<file path="src/rtl/core/distributed_arithmetic_fir_assert.svh">
// Assertion macros for the distributed-arithmetic FIR filter.
// Used by the top level; expects clk and rst_n in the including scope.
`ifndef DISTRIBUTED_ARITHMETIC_FIR_ASSERT_SVH
`define DISTRIBUTED_ARITHMETIC_FIR_ASSERT_SVH

// The consequent must hold in the same cycle as the antecedent.
`define DAFIR_ASSERT_SAME(lbl, ante, cons, msg) \
  lbl: assert property (@(posedge clk) disable iff (!rst_n) (ante) |-> (cons)) \
    else $error(msg);

// The consequent must hold in the cycle after the antecedent.
`define DAFIR_ASSERT_NEXT(lbl, ante, cons, msg) \
  lbl: assert property (@(posedge clk) disable iff (!rst_n) (ante) |=> (cons)) \
    else $error(msg);

`endif

</file>
<file path="src/rtl/core/dafir_pkg.sv">
// Shared constants and the controller-to-datapath command type of the
// distributed-arithmetic FIR filter. No dependencies.
package dafir_pkg;

  localparam int TAPS          = 8;
  localparam int SAMPLE_BITS   = 16;
  localparam int COEF_BITS     = 16;
  localparam int NUM_COEFS     = 8;
  localparam int IN_BITS       = 16;
  localparam int CFG_DATA_BITS = 16;
  localparam int CFG_IDX_BITS  = 3;
  localparam int OUT_BITS      = 35;

  localparam int TAP_IDX_BITS  = (TAPS > 1) ? $clog2(TAPS) : 1;
  localparam int SUM_BITS      = COEF_BITS + TAP_IDX_BITS;
  localparam int TABLE_DEPTH   = 1 << TAPS;
  localparam int PLANE_BITS    = $clog2(SAMPLE_BITS);

  typedef struct packed {
    logic                  shift_in;
    logic                  build_en;
    logic [TAPS-1:0]       build_k;
    logic                  rd_en;
    logic                  rd_first;
    logic [PLANE_BITS-1:0] plane;
    logic                  out_load;
  } dafir_cmd_t;

endpackage

</file>
<file path="src/rtl/core/dafir_ctrl.sv">
// Controller of the distributed-arithmetic FIR filter: table rebuild sweep,
// bit-plane sequencing and the output handshake. Depends on dafir_pkg.
module dafir_ctrl (
  input  logic                  clk,
  input  logic                  rst_n,
  input  logic                  in_valid,
  output logic                  in_ready,
  output logic                  out_valid,
  input  logic                  out_ready,
  input  logic                  cfg_we,
  output dafir_pkg::dafir_cmd_t cmd
);
  import dafir_pkg::*;

  typedef enum logic [2:0] {
    S_BUILD,
    S_IDLE,
    S_RUN,
    S_FIN,
    S_OUT
  } state_t;

  localparam logic [PLANE_BITS-1:0] PLANE_TOP  = PLANE_BITS'(SAMPLE_BITS - 1);
  localparam logic [TAPS-1:0]       BUILD_LAST = {TAPS{1'b1}};

  state_t                state_r;
  logic [TAPS-1:0]       build_k_r;
  logic [PLANE_BITS-1:0] plane_r;
  logic                  pend_r;
  logic                  pend_nxt;
  logic                  out_valid_r;
  logic                  out_valid_nxt;
  logic                  out_free;

  assign out_free  = !out_valid_r || out_ready;
  assign in_ready  = (state_r == S_IDLE) && !pend_r;
  assign out_valid = out_valid_r;

  always_comb begin
    cmd.shift_in = in_valid && in_ready;
    cmd.build_en = (state_r == S_BUILD);
    cmd.build_k  = build_k_r;
    cmd.rd_en    = (state_r == S_RUN);
    cmd.rd_first = (plane_r == PLANE_TOP);
    cmd.plane    = plane_r;
    cmd.out_load = (state_r == S_OUT) && out_free;
  end

  // A coefficient write leaves a rebuild pending, unless the sweep is
  // starting over in this cycle anyway.
  always_comb begin
    pend_nxt = pend_r || cfg_we;
    if ((state_r == S_BUILD) || ((state_r == S_IDLE) && pend_r)) begin
      pend_nxt = 1'b0;
    end
    out_valid_nxt = out_valid_r && !out_ready;
    if ((state_r == S_OUT) && out_free) begin
      out_valid_nxt = 1'b1;
    end
  end

  // Reset starts a build sweep, which also clears the table memory.
  always_ff @(posedge clk) begin
    if (!rst_n) begin
      state_r     <= S_BUILD;
      build_k_r   <= '0;
      plane_r     <= '0;
      pend_r      <= 1'b0;
      out_valid_r <= 1'b0;
    end else begin
      pend_r      <= pend_nxt;
      out_valid_r <= out_valid_nxt;
      case (state_r)
        S_BUILD: begin
          // A coefficient write during the sweep starts it again.
          if (cfg_we) begin
            build_k_r <= '0;
          end else if (build_k_r == BUILD_LAST) begin
            state_r <= S_IDLE;
          end else begin
            build_k_r <= build_k_r + 1'b1;
          end
        end
        S_IDLE: begin
          if (pend_r) begin
            state_r   <= S_BUILD;
            build_k_r <= '0;
          end else if (in_valid) begin
            state_r <= S_RUN;
            plane_r <= PLANE_TOP;
          end
        end
        S_RUN: begin
          if (plane_r == '0) begin
            state_r <= S_FIN;
          end else begin
            plane_r <= plane_r - 1'b1;
          end
        end
        S_FIN: begin
          state_r <= S_OUT;
        end
        S_OUT: begin
          if (out_free) begin
            state_r <= S_IDLE;
          end
        end
        default: begin
          state_r <= S_BUILD;
        end
      endcase
    end
  end

endmodule

</file>
<file path="config.mk">
export PLATFORM = sky130hd
export DESIGN_NAME = dafir_ctrl
export DESIGN_NICKNAME = d
export VERILOG_FILES = /design/src/rtl/core/distributed_arithmetic_fir_assert.svh /design/src/rtl/core/dafir_pkg.sv /design/src/rtl/core/dafir_ctrl.sv
export SDC_FILE = /design/constraint.sdc
export NUM_CORES = 1
export LEC_CHECK = 0
export ABC_AREA = 1
export BUFFER_PORTS_ARGS = -buffer_cell sky130_fd_sc_hd__buf_2
export CELL_PAD_IN_SITES_DETAIL_PLACEMENT = 1
export CELL_PAD_IN_SITES_GLOBAL_PLACEMENT = 2
export CORE_MARGIN = 2
export CORE_UTILIZATION = 29
export CTS_CLUSTER_DIAMETER = 50
export CTS_CLUSTER_SIZE = 20
export DETAILED_ROUTE_END_ITERATION = 8
export MAX_ROUTING_LAYER = met4
export PLACE_DENSITY_LB_ADDON = 0.1
export SLEW_MARGIN = 10
export SYNTH_ARGS = -nofsm -noshare
export SYNTH_HDL_FRONTEND = slang
export SYNTH_SLANG_ARGS = --single-unit
</file>
<file path="constraint.sdc">
create_clock -name clk -period 2.6 [get_ports clk]
set_input_delay 0.52 -clock clk [delete_from_list [all_inputs] [get_ports clk]]
set_output_delay 0.52 -clock clk [all_outputs]
set_load 0.005 [all_outputs]
</file>
==> metrics <==
Pwr Total 1.23 mW; I/O Buffers 23; r2r startpoint build_k_r[0]; GPL Wtd Cong 0.729; Leak 0.617 nW; worst slew pin tran 0.432 ns; Critical Path Start Type flop; dominant cells by area after synthesis dfxtp_1 (32%), nand2_1 (17%), inv_1 (9.1%); Vias 1132; # setup viols final 0; power per standard cell area 957 mW/mm^2; Net Count, Synth 182; Placed Area 0.00124 mm^2; setup bufs post-CTS 0; Post-synth ARST share 0%; count of final max-slew check failures 0; Final Hold Fails 0; mapped cell area 0.00108 mm^2; VDD IR-drop max 0.326 mV; post-synth top area cell dfxtp_1; CTS buffer count 3; part of the cycle the worst path needs 72.5%; FF+latch count, synth 17; area share of the leading cell type in the synthesized netlist 31.6%; WL/cell 11.6 um; min cycle time layout 1.89 ns; syn avg cell area 6.18 um^2; status finished, final reports clean; Synth cell types 24; # hold bufs at CTS 0; Die ar. 0.00421 mm^2; register area share after synthesis 31.6%; dpl hpwl 2.30 mm; hold path startpoint plane_r[2]; crit path cell chain nor2_1, nand2_1, inv_2, nand2_2, nor2_1, buf_2; initial antenna violation count 0; max-cap violations 0; Post-Route Setup TNS 0 ns; H-tree levels 1; fmax 530 MHz; Worst path max stage delay 0.39 ns; Vias/cell 4.58; Hold WC Path Type reg -> reg; proportion of layout cells with a drive suffix above 1 21.6%; unrepaired setup endpoints after global routing no; worst-path maximum fanout 7; Critical Path Most Common Cell nor2_1; post-CTS sizing 0; # nets final 208; CP Class reg -> out; clk buf depth 2; drt drc 0; Die Span Y 64.9 um; most common cell in the netlist nand2_1; cells after synthesis 174; core area 0.00361 mm^2; crit end category primary output; Critical Path AT 1.37 ns; Worst EP required 2.08 ns; clock sinks 17; antenna cells 0; Area growth syn-to-layout 19.1%; Clock transition at path regs 0.07 ns; largest net degree at the start of global routing 12; Design Area, Final 0.00128 mm^2; I/O pins 24; initial drt markers 42; clk_lat worst skew 0.25 ns; commonest cells in the netlist nand2_1 (50), inv_1 (26), nor2_1 (25), dfxtp_1 (17), nand3_1 (17); Starting Density 29.8%; First-pass DRT Iterations 4; CTS Root Cell clkbuf_8; GRT Overall Usage 16.0%; CTS tree built; total gr overflow 0; ys flop type dfxtp_1; vias in the first global route 1112; FP Rows 22; WL final 2.87 mm; first-pass GRT wire length 4.96 mm; Critical Path Slowest Stage Cell dfxtp_1; DIE WIDTH 64.9 um; Ys Warns 0; hold_ws 0.477 ns; clock skew 0.00125 ns; Final ANT Viol Nets 0; Slew headroom 71.2%; Post-synth EDFFs 0; CP Launch Point state_r[1]
-- placed cells by master, fill, tap and decap left out --
cell,n
o211ai_2,1
buf_2,23
nor3_1,1
inv_1,26
o21ai_0,2
nand2_1,50
a21oi_2,2
nor2_4,1
dfxtp_1,17
o21ai_1,1
or2_2,2
nand2_2,3
a21oi_1,9
clkbuf_8,3
nand3_1,17
nor2_1,25
xor2_1,1
ha_1,3
inv_2,1
nand3b_1,1
nor2_2,6
nand3_2,1
clkbuf_1,1
nand4_1,1
a211oi_1,1
-- routing by layer --
metal	global-route usage [%]	routed length [um]
met5	-	0
met4	7.18	45
met3	2.60	68
met2	28.4	1490
met1	17.5	1270
-- final timing paths --
check | slack [ns] | cells past startpoint | end
min | 0.48 | 2 | plane_r[2]
min reg2reg | 0.48 | 2 | plane_r[2]
max | 0.71 | 6 | cmd[16]
max reg2reg | 1.01 | 9 | build_k_r[1]
-- through the flow --
step,worst slack (ns),utilization [%],instances
5_1_grt,0.636,35.5,247
3_3_place_gp,1.02,34.3,243
3_5_place_dp,0.996,34.3,243
2_1_floorplan,1.22,-,174
6_report,0.715,35.5,247
4_1_cts,0.701,35.5,247
-- critical path: cells and delay by family, from the launching register on --
| kind | cells | cell delay [ns] |
|---|---|---|
| flops | 1 | 0.39 |
| simple gates | 4 | 0.47 |
| buf+inv | 2 | 0.27 |
-- state kept, by name (all words and copies together) (netlist names) --
register   flops
state_r        3
plane_r        4
build_k_r      8
out_valid      1
pend_r         1
-- final cells by class --
class,count,area [um^2]
Multi-Input combinational cell,128,619
Timing Repair Buffer,23,115
Inverter,27,101
Clock buffer,4,45.0
Tap cell,48,60.1
Sequential cell,17,340
Fill cell,492,2320
-- cell families (layout without fill, tap and decap cells) --
kind of cell             Yosys count  count (layout)  synth area share, %
XOR/XNOR                           1               1                0.814
AND/OR/NAND/NOR                  108             108                 44.2
flip-flops                        17              17                 31.6
buffers and inverters             29              54                 10.8
AO/OA/AOI/OAI                     16              16                 9.07
adder cells (fa/ha/maj)            3               3                 3.49
-- power breakdown --
group	internal [mW]	total, mW	switching [mW]
Sequential	0.314	0.373	0.0588
Combinational	0.229	0.645	0.416
Clock	0.109	0.208	0.0993
(Power assumes the default switching activity.)
